**src/design/rpf_pkg.sv**
```systemverilog
// shared constants and types of the record packet framer
`default_nettype none
package rpf_pkg;
	localparam int TOTAL_RECORDS      = 1024;
	localparam int RECORDS_PER_PACKET = 100;

	localparam int OFF_W = 11;
	localparam int RIP_W = 7;
	// widest packet is 708 bytes of at most 0xff00 each, fits in 26 bits
	localparam int SUM_W = 26;
	localparam int IDX_W = 5;

	localparam logic [7:0] CHAR_D = 8'h44;
	localparam logic [7:0] CHAR_P = 8'h50;

	// byte positions of the per-record output sequence
	localparam logic [IDX_W-1:0] IDX_HDR_FIRST = 5'd0;
	localparam logic [IDX_W-1:0] IDX_REC_FIRST = 5'd8;
	localparam logic [IDX_W-1:0] IDX_REC_LAST  = 5'd14;
	localparam logic [IDX_W-1:0] IDX_CS_HI     = 5'd15;
	localparam logic [IDX_W-1:0] IDX_CS_LO     = 5'd16;

	typedef struct packed {
		logic             hdr;
		logic             rip_odd;
		logic             close;
		logic [OFF_W-1:0] off;
		logic [7:0]       fault_code;
		logic [15:0]      delta_time;
		logic [15:0]      read_value;
		logic [15:0]      written_value;
	} rpf_cmd_t;
endpackage
`default_nettype wire

```
**src/design/rpf_front.sv**
```systemverilog
// front end: takes records, tracks offset and packet fill, queues byte jobs
`default_nettype none
module rpf_front import rpf_pkg::*; (
	input  wire logic        clk,
	input  wire logic        arst_n,
	input  wire logic        s_tvalid,
	output logic             s_tready,
	input  wire logic [55:0] s_tdata, // fault_code, delta_time, read_value, written_value
	input  wire logic        s_tuser, // start_of_dump
	input  wire logic        q_full,
	output logic             q_push,
	output rpf_cmd_t         q_cmd
);
	localparam int RIPC_W = RIP_W + 1;
	localparam int OFFC_W = OFF_W + 1;

	logic [OFF_W-1:0]  off_q;
	logic [RIP_W-1:0]  rip_q;
	logic [OFF_W-1:0]  off;
	logic [RIP_W-1:0]  rip;
	logic [RIPC_W-1:0] rip_next;
	logic [OFFC_W-1:0] off_next;
	logic              full_pkt;
	logic              dump_done;

	always_comb begin
		off       = s_tuser ? '0 : off_q;
		rip       = s_tuser ? '0 : rip_q;
		rip_next  = RIPC_W'(rip) + RIPC_W'(1);
		off_next  = OFFC_W'(off) + OFFC_W'(1);
		full_pkt  = rip_next >= RIPC_W'(RECORDS_PER_PACKET);
		dump_done = off_next >= OFFC_W'(TOTAL_RECORDS);
	end

	assign s_tready = !q_full;
	assign q_push   = s_tvalid && s_tready;

	always_comb begin
		q_cmd.hdr           = rip == '0;
		q_cmd.rip_odd       = rip[0];
		q_cmd.close         = full_pkt || dump_done;
		q_cmd.off           = off;
		q_cmd.fault_code    = s_tdata[7:0];
		q_cmd.delta_time    = s_tdata[23:8];
		q_cmd.read_value    = s_tdata[39:24];
		q_cmd.written_value = s_tdata[55:40];
	end

	always_ff @(posedge clk or negedge arst_n) begin
		if (!arst_n) begin
			off_q <= '0;
			rip_q <= '0;
		end else if (q_push) begin
			rip_q <= (full_pkt || dump_done) ? '0 : rip_next[RIP_W-1:0];
			off_q <= dump_done ? '0 : off_next[OFF_W-1:0];
		end
	end
endmodule
`default_nettype wire

```
**src/design/rpf_queue.sv**
```systemverilog
// two-entry job queue between front and back
`default_nettype none
module rpf_queue import rpf_pkg::*; (
	input  wire logic     clk,
	input  wire logic     arst_n,
	input  wire logic     push,
	input  rpf_cmd_t      push_cmd,
	output logic          full,
	input  wire logic     pop,
	output rpf_cmd_t      head,
	output logic          empty
);
	rpf_cmd_t   mem_q [2];
	logic       wr_q;
	logic       rd_q;
	logic [1:0] cnt_q;

	assign full  = cnt_q == 2'd2;
	assign empty = cnt_q == 2'd0;
	assign head  = mem_q[rd_q];

	always_ff @(posedge clk) begin
		if (push) begin
			mem_q[wr_q] <= push_cmd;
		end
	end

	always_ff @(posedge clk or negedge arst_n) begin
		if (!arst_n) begin
			wr_q  <= 1'b0;
			rd_q  <= 1'b0;
			cnt_q <= '0;
		end else begin
			if (push) begin
				wr_q <= !wr_q;
			end
			if (pop) begin
				rd_q <= !rd_q;
			end
			unique case ({push, pop})
				2'b10:   cnt_q <= cnt_q + 2'd1;
				2'b01:   cnt_q <= cnt_q - 2'd1;
				default: cnt_q <= cnt_q;
			endcase
		end
	end
endmodule
`default_nettype wire

```
**src/design/rpf_back.sv**
```systemverilog
// back end: serializes a job into bytes, keeps the weighted sum, adds checksum
`default_nettype none
module rpf_back import rpf_pkg::*; (
	input  wire logic        clk,
	input  wire logic        arst_n,
	input  rpf_cmd_t         cmd,
	input  wire logic        cmd_empty,
	output logic             cmd_pop,
	input  wire logic [31:0] dump_timestamp,
	output logic             m_tvalid,
	input  wire logic        m_tready,
	output logic [7:0]       m_tdata, // out_byte
	output logic             m_tlast, // packet_end
	output logic             m_tuser  // run_end
);
	logic             started_q;
	logic [IDX_W-1:0] idx_q;
	logic [SUM_W-1:0] sum_q;
	logic             m_tvalid_q;
	logic [7:0]       data_q;
	logic             last_q;
	logic             user_q;

	logic [IDX_W-1:0] idx;
	logic             adv;
	logic             is_last;
	logic             odd;
	logic [7:0]       b;
	logic [15:0]      cs;
	logic [SUM_W-1:0] weighted;

	always_comb begin
		if (started_q) begin
			idx = idx_q;
		end else begin
			idx = cmd.hdr ? IDX_HDR_FIRST : IDX_REC_FIRST;
		end
		adv     = !cmd_empty && (!m_tvalid_q || m_tready);
		is_last = cmd.close ? (idx == IDX_CS_LO) : (idx == IDX_REC_LAST);
		cmd_pop = adv && is_last;
		// record bytes shift parity with the number of records before them
		odd     = idx[0] ^ (idx >= IDX_REC_FIRST && cmd.rip_odd);
		// partial fold of bits 16..19 back into the low half
		cs      = ~(sum_q[15:0] + {12'd0, sum_q[19:16]});
		unique case (idx)
			5'd0:    b = CHAR_D;
			5'd1:    b = CHAR_P;
			5'd2:    b = {5'd0, cmd.off[OFF_W-1:8]};
			5'd3:    b = cmd.off[7:0];
			5'd4:    b = dump_timestamp[31:24];
			5'd5:    b = dump_timestamp[23:16];
			5'd6:    b = dump_timestamp[15:8];
			5'd7:    b = dump_timestamp[7:0];
			5'd8:    b = cmd.fault_code;
			5'd9:    b = cmd.delta_time[15:8];
			5'd10:   b = cmd.delta_time[7:0];
			5'd11:   b = cmd.read_value[15:8];
			5'd12:   b = cmd.read_value[7:0];
			5'd13:   b = cmd.written_value[15:8];
			5'd14:   b = cmd.written_value[7:0];
			5'd15:   b = cs[15:8];
			5'd16:   b = cs[7:0];
			default: b = 8'd0;
		endcase
		weighted = odd ? SUM_W'(b) : SUM_W'({b, 8'd0});
	end

	always_ff @(posedge clk or negedge arst_n) begin
		if (!arst_n) begin
			started_q  <= 1'b0;
			idx_q      <= '0;
			m_tvalid_q <= 1'b0;
		end else begin
			if (adv) begin
				m_tvalid_q <= 1'b1;
				started_q  <= !is_last;
				idx_q      <= idx + IDX_W'(1);
			end else if (m_tready) begin
				m_tvalid_q <= 1'b0;
			end
		end
	end

	always_ff @(posedge clk) begin
		if (adv) begin
			data_q <= b;
			last_q <= cmd.close && idx == IDX_CS_LO;
			user_q <= is_last;
			if (idx == IDX_HDR_FIRST) begin
				sum_q <= weighted;
			end else if (idx < IDX_CS_HI) begin
				sum_q <= sum_q + weighted;
			end
		end
	end

	assign m_tvalid = m_tvalid_q;
	assign m_tdata  = data_q;
	assign m_tlast  = last_q;
	assign m_tuser  = user_q;
endmodule
`default_nettype wire

```
**src/design/record_packet_framer_checksum.sv**
```systemverilog
// top level of the record packet framer
`default_nettype none
// Packs 7-byte monitoring records into packets and streams them out one byte
// per word: header 'D','P', 16-bit record offset and 32-bit dump timestamp,
// then the records, then a 16-bit checksum (even positions weighted by 256,
// bits 16..19 folded once, inverted). A record yields 7 output bytes, 15 when
// it opens a packet and 2 more when it closes one. Records are queued two
// deep ahead of the serializer, so input and output stall independently.
// m_tlast marks the last checksum byte of a packet, m_tuser the last byte
// caused by a record. Write dump_timestamp only while no record is in flight.
module record_packet_framer_checksum import rpf_pkg::*; (
	input  wire logic        clk,
	input  wire logic        arst_n,
	input  wire logic        cfg_valid,
	output logic             cfg_ready,
	input  wire logic [31:0] cfg_data, // dump_timestamp
	input  wire logic        s_tvalid,
	output logic             s_tready,
	input  wire logic [55:0] s_tdata,  // fault_code, delta_time, read_value, written_value
	input  wire logic        s_tuser,  // start_of_dump
	output logic             m_tvalid,
	input  wire logic        m_tready,
	output logic [7:0]       m_tdata,  // out_byte
	output logic             m_tlast,  // packet_end
	output logic             m_tuser   // run_end
);
	logic [31:0] ts_q;
	logic        q_push;
	logic        q_full;
	logic        q_pop;
	logic        q_empty;
	rpf_cmd_t    q_in;
	rpf_cmd_t    q_head;

	assign cfg_ready = 1'b1;

	always_ff @(posedge clk or negedge arst_n) begin
		if (!arst_n) begin
			ts_q <= '0;
		end else if (cfg_valid) begin
			ts_q <= cfg_data;
		end
	end

	rpf_front u_front (
		.clk      (clk),
		.arst_n   (arst_n),
		.s_tvalid (s_tvalid),
		.s_tready (s_tready),
		.s_tdata  (s_tdata),
		.s_tuser  (s_tuser),
		.q_full   (q_full),
		.q_push   (q_push),
		.q_cmd    (q_in)
	);

	rpf_queue u_queue (
		.clk      (clk),
		.arst_n   (arst_n),
		.push     (q_push),
		.push_cmd (q_in),
		.full     (q_full),
		.pop      (q_pop),
		.head     (q_head),
		.empty    (q_empty)
	);

	rpf_back u_back (
		.clk            (clk),
		.arst_n         (arst_n),
		.cmd            (q_head),
		.cmd_empty      (q_empty),
		.cmd_pop        (q_pop),
		.dump_timestamp (ts_q),
		.m_tvalid       (m_tvalid),
		.m_tready       (m_tready),
		.m_tdata        (m_tdata),
		.m_tlast        (m_tlast),
		.m_tuser        (m_tuser)
	);
endmodule
`default_nettype wire

```
**config.mk**
```make
export PLATFORM = sky130hd
export DESIGN_NAME = record_packet_framer_checksum
export DESIGN_NICKNAME = d
export VERILOG_FILES = /design/src/design/rpf_pkg.sv /design/src/design/rpf_front.sv /design/src/design/rpf_queue.sv /design/src/design/rpf_back.sv /design/src/design/record_packet_framer_checksum.sv
export SDC_FILE = /design/constraint.sdc
export NUM_CORES = 1
export LEC_CHECK = 0
export BUFFER_PORTS_ARGS = -buffer_cell sky130_fd_sc_hd__buf_2
export CORE_MARGIN = 4
export CORE_UTILIZATION = 45
export CTS_CLUSTER_SIZE = 14
export DETAILED_ROUTE_END_ITERATION = 10
export GPL_ROUTABILITY_DRIVEN = 0
export PLACE_DENSITY = 0.65
export SYNTH_ARGS = -nofsm -noshare
export SYNTH_HDL_FRONTEND = slang
export SYNTH_HIERARCHICAL = 1
export SYNTH_SLANG_ARGS = --single-unit
```
**constraint.sdc**
```tcl
create_clock -name clk -period 4.5 [get_ports clk]
set_clock_uncertainty 0.1 [all_clocks]
set_input_delay 0.45 -clock clk [delete_from_list [all_inputs] [get_ports clk]]
set_output_delay 0.45 -clock clk [all_outputs]
set_load 0.05 [all_outputs]
```
### After elaboration in Yosys (flattened, before gate mapping)

Memory sizes are Yosys's and may differ from the RTL's.
Index checks and enable logic that the tools add are counted.

| word-level totals | value |
|---|---|
| memory bits (writable) | 140 |
| input bits | 94 |
| memories | 1 |
| bits in registers | 97 |
| output and inout port bits | 13 |
| word-level logic and storage cells | 82 |

| cells by class | value |
|---|---|
| magnitude comparators | 4 |
| bitwise gates (word level) | 2 |
| reduce and logical (&&, ||, !) cells | 20 |
| equality and inequality tests | 19 |
| muxes and demuxes | 16 |
| add/sub/neg operators | 7 |

Memory list:

| memory | words | bits a word | rd ports | clocked after memory_dff | write ports | RTL line | source |
|---|---|---|---|---|---|---|---|
| u_queue.mem_q | 2 | 70 | 1 | 0 | 1 | rpf_queue.sv:13 | `rpf_cmd_t mem_q [2];` |

Operator list:

| kind | count |
|---|---|
| one-hot mux 8 bit (17 select lines) | 1 |
| 2-to-1 mux 26 bit | 2 |
| equality test 5 x 4 -> 1 bit, second input constant | 8 |
| adder 26 bit | 1 |
| 2-to-1 mux 11 bit | 2 |
| equality test 5 x 3 -> 1 bit, second input constant | 4 |
| adder 16 x 4 -> 16 bit | 1 |
| 2-to-1 mux 16 bit | 1 |
| inverter 16 bit | 1 |
| 2-to-1 mux 7 bit | 2 |
| adder 11 x 1 -> 12 bit, second input constant | 1 |
| >= comparator 12 x 11 -> 1 bit, second input constant | 1 |
| equality test 5 x 2 -> 1 bit, second input constant | 2 |
| adder 7 x 1 -> 8 bit, second input constant | 1 |
| >= comparator 8 x 7 -> 1 bit, second input constant | 1 |
| zero test 7 bit | 1 |
| zero test 1 bit | 6 |
| nonzero test 2 bit | 3 |
| adder 5 x 1 -> 5 bit, second input constant | 1 |
| equality test 5 x 1 -> 1 bit, second input constant | 1 |
| equality test 5 bit, second input constant | 1 |
| >= comparator 5 x 4 -> 1 bit, second input constant | 1 |
| logical AND 1 bit | 5 |
| zero test 5 bit | 1 |
| 13 further kinds | 19 |

### Longest topological paths before layout

Gate-level depths: netlist (run 1).
An unclocked memory read counts as a cell.

| logic depth | value |
|---|---|
| depth after elaboration | 10 |
| depth in mapped cells | 23 |
| mapped depth without buffers | 19 |

### Cells and area by module

The synthesis (run 1) kept the hierarchy.

Modules (own cells, without submodules):

| module | seq. area each (um^2) | area each (um^2) | times used | cells each |
|---|---|---|---|---|
| rpf_queue | 4304.1 | 5586.6 | 1 | 234 |
| rpf_back | 1076.0 | 3736.1 | 1 | 427 |
| rpf_front | 450.4 | 1783.0 | 1 | 219 |
| record_packet_framer_checksum | 800.8 | 1356.3 | 1 | 70 |

### Worst setup path before layout (run 1)

OpenSTA, ideal clock, no wires.

| timing | value |
|---|---|
| path type | reg2reg |
| start | register u_queue.cnt_q[1] |
| end | memory u_queue/mem_q[0][0] (netlist bit) (enable) |
| data required time | 3.902 ns |
| period minus slack after synthesis | 4.973 ns |
| stages on the path, launching flop included | 8 |
| setup time | 0.498 ns |
| arrival time | 4.374 ns |
| slack | -0.473 ns |
| path buffers | 1 |
| cell sequence | dfrtp_1 -> nor2b_1 -> inv_1 -> nand2_1 -> inv_1 -> clkbuf_1 -> inv_1 -> nor2_1 |

| between the ends | value |
|---|---|
| cells in the longest elaborated chain, start to end | 5 |

Ends and longest elaborated chain:

| item | RTL line | source |
|---|---|---|
| start: declaration | rpf_queue.sv:16 | `logic [1:0] cnt_q;` |
| start signal: assignment | rpf_queue.sv:41 | `2'b10: cnt_q <= cnt_q + 2'd1;` |
| start signal: assignment | rpf_queue.sv:42 | `2'b01: cnt_q <= cnt_q - 2'd1;` |
| start signal: assignment | rpf_queue.sv:43 | `default: cnt_q <= cnt_q;` |
| equality test 2 bit | rpf_queue.sv:18 | `assign full = cnt_q == 2'd2;` |
| net q_full | record_packet_framer_checksum.sv:29 | `logic q_full;` |
| zero test 1 bit | rpf_front.sv:35 | `assign s_tready = !q_full;` |
| net s_tready | record_packet_framer_checksum.sv:18 | `output logic s_tready,` |
| logical AND 1 bit | rpf_front.sv:36 | `assign q_push = s_tvalid && s_tready;` |
| net q_push | record_packet_framer_checksum.sv:28 | `logic q_push;` |
| 2-to-1 mux 1 bit | rpf_queue.sv:23 | `if (push) begin` |
| 2-to-1 mux 1 bit (implied by the code) | rpf_queue.sv:24 | `mem_q[wr_q] <= push_cmd;` |
| end: declaration | rpf_queue.sv:13 |  |

The timed path passes the listed nets, and every way through them passes these cells.

==> flow_summary.ini, run 1 <==
[run_status]
status = finished clean

[synthesis]
ys_warn_count = 6
syn_area_per_cell_um2 = 13.1
synthesis.area_um2 = 12500
ys_types = 89
yosys_register_bits = 231
ys_seq_area_share_pct = 53.2
syn-instance-count = 950
postSynth.asyncResetShare_pct = 26.4
synth_edf_count = 170
yosys_most_used_dff = edfxtp_1
syn-num-nets = 1075

[sta]
maxSlewHeadroom_pct = 29.8
maxSlewViolCount = 0
max_freq_ghz = 0.230
setup_tns_ns = 0
worst_pin_slew_ns = 1.05
setup_slack_ns = 0.144
setup_viol = 0
period_share_pct = 96.8
finalCriticalPeriod_ns = 4.36
finalHoldViolations = 0

[clocking]
cts_num_sinks = 231
cts-buffers-inserted = 25
clkTransAtPathRegs_ns = 0.06
clockBufferDepth = 3
cts_tree = yes
clk_latency_ns = 0.54
cts_max_level = 1
cts_root_buffer = clkbuf_16

[grt]
grt_pass1_vias = 7904
grt_pass1_wl_um = 44700
grt_use_total_pct = 18.4
antenna_found_initial = 0
grt_remaining_overflow = 0
grt_max_degree = 71

[placed_design]
dp_slack_ns = -0.241
place_area_um2 = 13100
portBuffers = 105
hpwl_um = 20900

[pwr]
power_frac_comb_pct = 49.6
max-vdd-ir-drop_mv = 0.318
p_leak_nw = 5.85
power.share.clock_pct = 18.1
power_switching_mw = 4.03
pwr-share-seq_pct = 32.4
switching_share_pct = 38.4
p_int_mw = 6.48
powerDensity_nw_per_um2 = 724

[finish]
nets = 1209
area_growth_pct = 16.5
drive_gt1_share_pct = 34.4
final_area_um2 = 14500
final_core_util_pct = 53.6
diodes = 0

[route]
post_drt_wl_per_cell_um = 19.9
first_pass_iters = 5
viasPerCell = 5.47
vias = 8065
drc = 0
antenna_left = 0
drt_iter0_drc = 793
routed_wl_um = 29300

[setup_path]
startpoint_type = register
critical_path_class = reg -> reg
endpoint_kind = register
worstPathArrival_ns = 4.55
required_ns = 4.69
critPathMaxFanout = 22

[floorplanning]
top_level_ports = 107
rows = 60
core_area_um2 = 27100
fp.dieH_um = 174
die_area_um2 = 30400
fp.dieW_um = 174
start_util_pct = 46.0

[hold_path]
hp-class = in -> reg

[run]
drv_cap = 0
kinds of logic after synthesis:
group	synth area share (%)
flops	53.2
compound gates	11.0
xor+xnor	1.90
other cells	0.0301
fa+ha+maj	3.23
simple gates	10.8
mux	12.7
buf+inv	7.08
synthesized netlist by cell type, types with 3 or more instances:
cell type | n | share of area, %
or2_2 | 3 | 0.15
nor2b_1 | 18 | 0.90
o21ai_1 | 5 | 0.20
o21a_1 | 7 | 0.42
buf_2 | 8 | 0.32
a21oi_1 | 26 | 1.0
a221oi_1 | 3 | 0.21
a31oi_1 | 5 | 0.25
buf_4 | 58 | 3.5
nand3_1 | 25 | 1.0
a222oi_1 | 10 | 0.80
buf_6 | 6 | 0.54
a221o_1 | 4 | 0.32
ha_1 | 29 | 2.9
or4_1 | 4 | 0.24
o21ai_0 | 40 | 1.6
a21o_1 | 8 | 0.48
inv_1 | 21 | 0.63
a211oi_1 | 5 | 0.30
nor3b_1 | 4 | 0.24
nor3_1 | 9 | 0.36
and3_1 | 13 | 0.65
and2_1 | 19 | 0.95
mux2i_1 | 3 | 0.24
mux2_4 | 99 | 12
and4_1 | 5 | 0.35
a22o_1 | 11 | 0.77
dfrtp_1 | 61 | 12
edfxtp_1 | 170 | 41
xor2_1 | 12 | 0.84
buf_12 | 10 | 1.6
xnor2_1 | 15 | 1.1
nor2_1 | 37 | 1.1
o31ai_1 | 5 | 0.30
o22ai_1 | 4 | 0.20
a22oi_1 | 19 | 1.1
clkbuf_1 | 12 | 0.36
mux2_2 | 6 | 0.54
nand4_1 | 13 | 0.65
nand2b_1 | 10 | 0.50
a32o_1 | 3 | 0.24
nand2_1 | 68 | 2.0
worst max-delay path: stages, from the launching register on:
cell      delay [ns]
dfrtp_4         0.44
buf_12          0.21
buf_12          0.22
mux2_4          0.34
a222oi_1        0.36
buf_4           0.19
and3_1          0.25
nand3_1         0.19
nand2_1         0.14
inv_1           0.07
ha_1            0.31
a211oi_2        0.35
o21ai_2         0.13
nand2_2         0.11
o22ai_4         0.09
buf_4           0.13
o22ai_1         0.19
mux2i_1         0.10
a31o_1          0.18
routing by layer:
metal | part of all wire [%] | global-route usage (%) | wire length, um
met1 | 44 | 26.0 | 13000
met2 | 48 | 30.6 | 14000
met3 | 5.9 | 2.65 | 1720
met4 | 2.0 | 3.70 | 592
met5 | 0 | 0 | 0
flip-flops by register name (all words and copies together), names as in the netlist:
signal and cells:
u_back/idx_q 5, u_back/started_q 1, u_front/off_q 11, u_back/m_tuser 1
ts_q 32, u_queue/rd_q 1, u_back/m_tlast 1, u_front/rip_q 7
u_back/sum_q 20, u_queue/mem_q 140, u_back/m_tvalid 1, u_queue/wr_q 1
u_back/m_tdata 8, u_queue/cnt_q 2
placed cells by master, fill, tap and decap left out, drive strengths merged, types with 6 or more instances in the layout:
| master | instances |
|---|---|
| buf | 169 |
| dfrtp | 61 |
| a21oi | 28 |
| o21ai | 45 |
| nand2b | 11 |
| edfxtp | 170 |
| a222oi | 10 |
| nor3 | 9 |
| xor2 | 12 |
| a22oi | 19 |
| and2 | 22 |
| ha | 29 |
| mux2 | 105 |
| and3 | 14 |
| nand2 | 68 |
| a21o | 8 |
| and4 | 6 |
| nand4 | 13 |
| nand3 | 25 |
| clkbuf | 36 |
| o21a | 8 |
| a22o | 11 |
| nor2b | 18 |
| xnor2 | 15 |
| clkinv | 7 |
| dlygate4sd3 | 33 |
| inv | 25 |
| nor2 | 37 |
repair_timing:
action / CTS / global route
gates cloned: 0 / 0
buffers inserted: 1 / 13
pin swaps: 5 / 17
hold buffers: 33 / 0
hold endpoints to repair: 86 / 0
setup endpoints to repair: 7 / 11
resized for setup: 8 / 42
through the flow:
step	power [mW]	hold WS, ns	std cells
after global placement	8.09	0.361	1382
final	10.5	0.0141	1475
after detailed placement	8.13	0.381	1382
after CTS	10.1	0.000426	1462
after floorplan	6.77	0.0544	950
after global routing	11.1	0.00119	1475
final timing paths:
kind / from / to / slack (ns) / depth (start not counted)
max reg2reg: u_queue/rd_q$_DFFE_PN0P_ / u_back/sum_q[15]$_DFFE_PP_ / 0.14 / 18
min: s_tdata[26] / u_queue/mem_q[0][18]$_DFFE_PP_ / 0.01 / 1
min in group asynchronous: arst_n / u_front/off_q[6]$_DFFE_PN0P_ / 0.39 / 2
max: u_queue/rd_q$_DFFE_PN0P_ / u_back/sum_q[15]$_DFFE_PP_ / 0.14 / 18
max in group asynchronous: arst_n / u_queue/rd_q$_DFFE_PN0P_ / 2.94 / 3
min reg2reg: u_queue/cnt_q[1]$_DFFE_PN0P_ / u_queue/cnt_q[1]$_DFFE_PN0P_ / 0.39 / 1
cell type report:
class | instances | area [um^2]
flip-flops and latches | 231 | 6640
well taps | 372 | 465
clock buffers | 36 | 688
multi-input cells | 600 | 5160
repair buffers | 202 | 1400
fillers | 2245 | 12600
inverters | 24 | 90.1
clock inverters | 10 | 71.3
power by group through the flow:
stage	logic, mW	clock network (mW)	registers, mW
2_1_floorplan	3.29	0	3.49
3_3_place_gp	4.68	0	3.40
3_5_place_dp	4.71	0	3.42
4_1_cts	4.81	1.94	3.39
5_1_grt	5.62	2.03	3.46
6_report	5.21	1.90	3.40
Note: power is estimated with default switching activity, not from simulation.
==> inputs of run 2 (changes only) <==
PLACE_DENSITY = 0.66   (was 0.65)
SYNTH_HIERARCHICAL = unset   (was 1)
==> run 2 against run 1 <==
  * Final area decreased by 4.7%
  * Maximum frequency decreased by 0.35%
  * Largest power group unchanged
  * Critical path depth unchanged
  * Sequential power about the same
  * Critical path type unchanged
  * Cell count decreased by 4.6%
  * Worst setup slack got worse by 0.015 ns
  * Clock power increased by 16%
==> flow_summary.ini, run 2 <==
[synthesis]
synth_common_cells = 170 x edfxtp_1, 81 x nor2_1, 65 x mux2_2
yosys_most_used_dff = edfxtp_1
syn-instance-count = 893
yosys_register_bits = 231
synthesis.area_um2 = 11300
ys_seq_area_share_pct = 58.4
syn-num-nets = 1018
ys_types = 79
ys_top_cells_by_area = edfxtp_1 45%, dfrtp_1 13%, mux2_2 6.5%, ha_1 3.2%, mux2i_1 2.8%
yosys.area.top_type_share_pct = 45.0
syn_area_per_cell_um2 = 12.7
synth_top_cell_by_area = edfxtp_1
ys_warn_count = 0
synth_edf_count = 170
yosysMostFrequentCell = edfxtp_1
postSynth.asyncResetShare_pct = 26.4

[finish]
layoutNonFillerInstCount = 1407
reg_top3 = u_queue.mem_q: 140 flops, ts_q: 32 flops, u_back.sum_q: 20 flops
drive_gt1_share_pct = 28.9
final_core_util_pct = 56.4
final_cell_mix = 170 x edfxtp_1, 105 x buf_2, 80 x nor2_1
final_common_cell = edfxtp_1
nets = 1188
area_growth_pct = 21.9
regMostFlops = u_queue.mem_q
largest_register_ffs = 140

[placed_design]
place_inst = 1327
dp_slack_ns = -0.0658
portBuffers = 105
hpwl_um = 19900

[route]
post_drt_wl_per_cell_um = 19.9
vias = 7923
drc = 0
antenna_left = 0
viasPerCell = 5.63
drt_iter0_drc = 614
routed_wl_um = 28000
first_pass_iters = 5

[setup_path]
max_stage_delay_ns = 0.43
critical_path_class = reg -> reg
path_cells = nand2_1 > buf_4 > ha_1 > buf_4 > nand3_2 > nor2_1 > a2111oi_1 > o211ai_1 > a211oi_2 > nor2_1 > ha_1 > and3_1 > nor2b_1 > a31oi_2 > a31oi_4 > o31ai_2 > xor2_1 > o22ai_1
critPathTopFamily = compound AO/OA/AOI/OAI gates
worstPathArrival_ns = 4.50
required_ns = 4.63
endpoint_kind = register
critPathMaxFanout = 8
startpoint_type = register
cp_slowest_cell = a2111oi_1
crit_buf_inv = 2

[sta]
maxSlewViolCount = 0
finalHoldViolations = 0
setup_slack_ns = 0.129
period_share_pct = 97.1
max_freq_ghz = 0.229
finalCriticalPeriod_ns = 4.37
worst_pin_slew_ns = 1.12
setup_viol = 0
maxSlewHeadroom_pct = 25.1

[pwr]
powerDensity_nw_per_um2 = 718
p_int_mw = 6.17
power.share.clock_pct = 22.2
max-vdd-ir-drop_mv = 0.454
power_frac_comb_pct = 43.7
pwr-share-seq_pct = 34.0
switching_share_pct = 37.8
p_leak_nw = 5.26
power_switching_mw = 3.75

[grt]
top_usage_layer = met2
grt_max_degree = 71
grt_pass1_wl_um = 43400
use_met2_pct = 33.3
grt_pass1_vias = 7915
antenna_found_initial = 1
use_met1_pct = 25.7
grt_use_total_pct = 19.4
grt_remaining_overflow = 0
grt_use_met3_pct = 3.22

[floorplanning]
die_area_um2 = 27800
start_util_pct = 46.3
core_area_um2 = 24500
fp.dieW_um = 167
fp.dieH_um = 167
rows = 57
top_level_ports = 107

[hold_path]
hp-class = in -> reg

[clocking]
cts_max_level = 1
clk_latency_ns = 0.53
clockBufferDepth = 3
cts_tree = yes
cts_root_buffer = clkbuf_16
cts_num_sinks = 231
clkTransAtPathRegs_ns = 0.06
cts-buffers-inserted = 26

[run_status]
status = finished clean

[run]
drv_cap = 0
-- run 2: cell types whose count changed in the layout (fill, tap and decap cells not counted), sizes merged, moves of 11 or more --
cell,previous run,this run
buf,169,158
o22ai,5,17
and3,14,3
mux2i,3,32
nor2,37,81
and2,22,7
mux2,105,72
-- run 2: repair_timing --
item	in CTS	in global routing
hold endpoints to repair	75	0
setup endpoints to repair	6	11
resized for setup	4	25
hold buffers	25	0
buffers inserted	1	6
pin swaps	1	4
-- run 2: final cells by class --
cell class                      instances  area (um^2)
Sequential cell                       231         6640
Timing Repair Buffer                  183         1220
Fill cell                            2034        10700
Inverter                               14         52.6
Clock inverter                         18          239
Clock buffer                           29          662
Antenna cell                            1         2.50
Tap cell                              324          405
Multi-Input combinational cell        607         4610
-- run 2: worst reg2reg max path: stages (launching register included) --
cell and delay, ns:
dfrtp_1 0.37, nand2_1 0.07, buf_4 0.14, ha_1 0.21
buf_4 0.18, nand3_2 0.22, nor2_1 0.09, a2111oi_1 0.43
o211ai_1 0.25, a211oi_2 0.27, nor2_1 0.07, ha_1 0.33
and3_1 0.21, nor2b_1 0.14, a31oi_2 0.22, a31oi_4 0.16
o31ai_2 0.27, xor2_1 0.20, o22ai_1 0.12
-- run 2: worst paths after layout --
kind | startpoint | endpoint | slack (ns) | cells after the start
min in group asynchronous | arst_n | ts_q[21]$_DFFE_PN0P_ | 0.43 | 2
hold reg to reg | u_back.idx_q[1]$_DFFE_PN0P_ | u_back.idx_q[1]$_DFFE_PN0P_ | 0.38 | 2
setup / recovery | u_back.started_q$_DFFE_PN0P_ | u_back.sum_q[13]$_DFFE_PP_ | 0.13 | 18
setup reg to reg | u_back.started_q$_DFFE_PN0P_ | u_back.sum_q[13]$_DFFE_PP_ | 0.13 | 18
max in group asynchronous | arst_n | u_queue.rd_q$_DFFE_PN0P_ | 2.94 | 3
hold / removal | s_tdata[37] | u_queue.mem_q[0][29]$_DFFE_PP_ | 0.02 | 1
-- run 2: power groups by stage --
stage | combinational (mW) | sequential [mW] | clock, mW
after floorplan | 2.72 | 3.45 | 0
after global placement | 4.02 | 3.40 | 0
after detailed placement | 4.07 | 3.41 | 0
after CTS | 4.13 | 3.37 | 2.25
after global routing | 4.72 | 3.43 | 2.34
final | 4.34 | 3.38 | 2.21
-- run 2: kinds of logic after synthesis --
logic type,after synthesis,synth area share [%]
other,1,0.0330
AO/OA/AOI/OAI,194,12.6
adder cells (fa/ha/maj),31,3.55
buffers and inverters,55,2.51
AND/OR/NAND/NOR,243,10.2
XOR/XNOR,34,2.62
flip-flops,231,58.4
multiplexers,104,10.1
-- run 2: metal layers --
metal	up-vias	wire, um
met5	-	0
met4	0	771
met3	62	1720
met2	268	14000
met1	3863	11600
li1	3730	-
-- run 2: metrics by stage --
| step | area, um^2 | total power, mW | TNS (ns) | hold slack (ns) |
|---|---|---|---|---|
| finish | 13800 | 9.92 | 0 | 0.0156 |
| global placement | 12500 | 7.42 | -0.0215 | 0.359 |
| floorplan | 11300 | 6.17 | 0 | 0.0544 |
| global route | 13800 | 10.5 | -0.0761 | 0.00109 |
| CTS | 13700 | 9.75 | 0 | 0.000654 |
| detailed placement | 12500 | 7.48 | -0.170 | 0.366 |
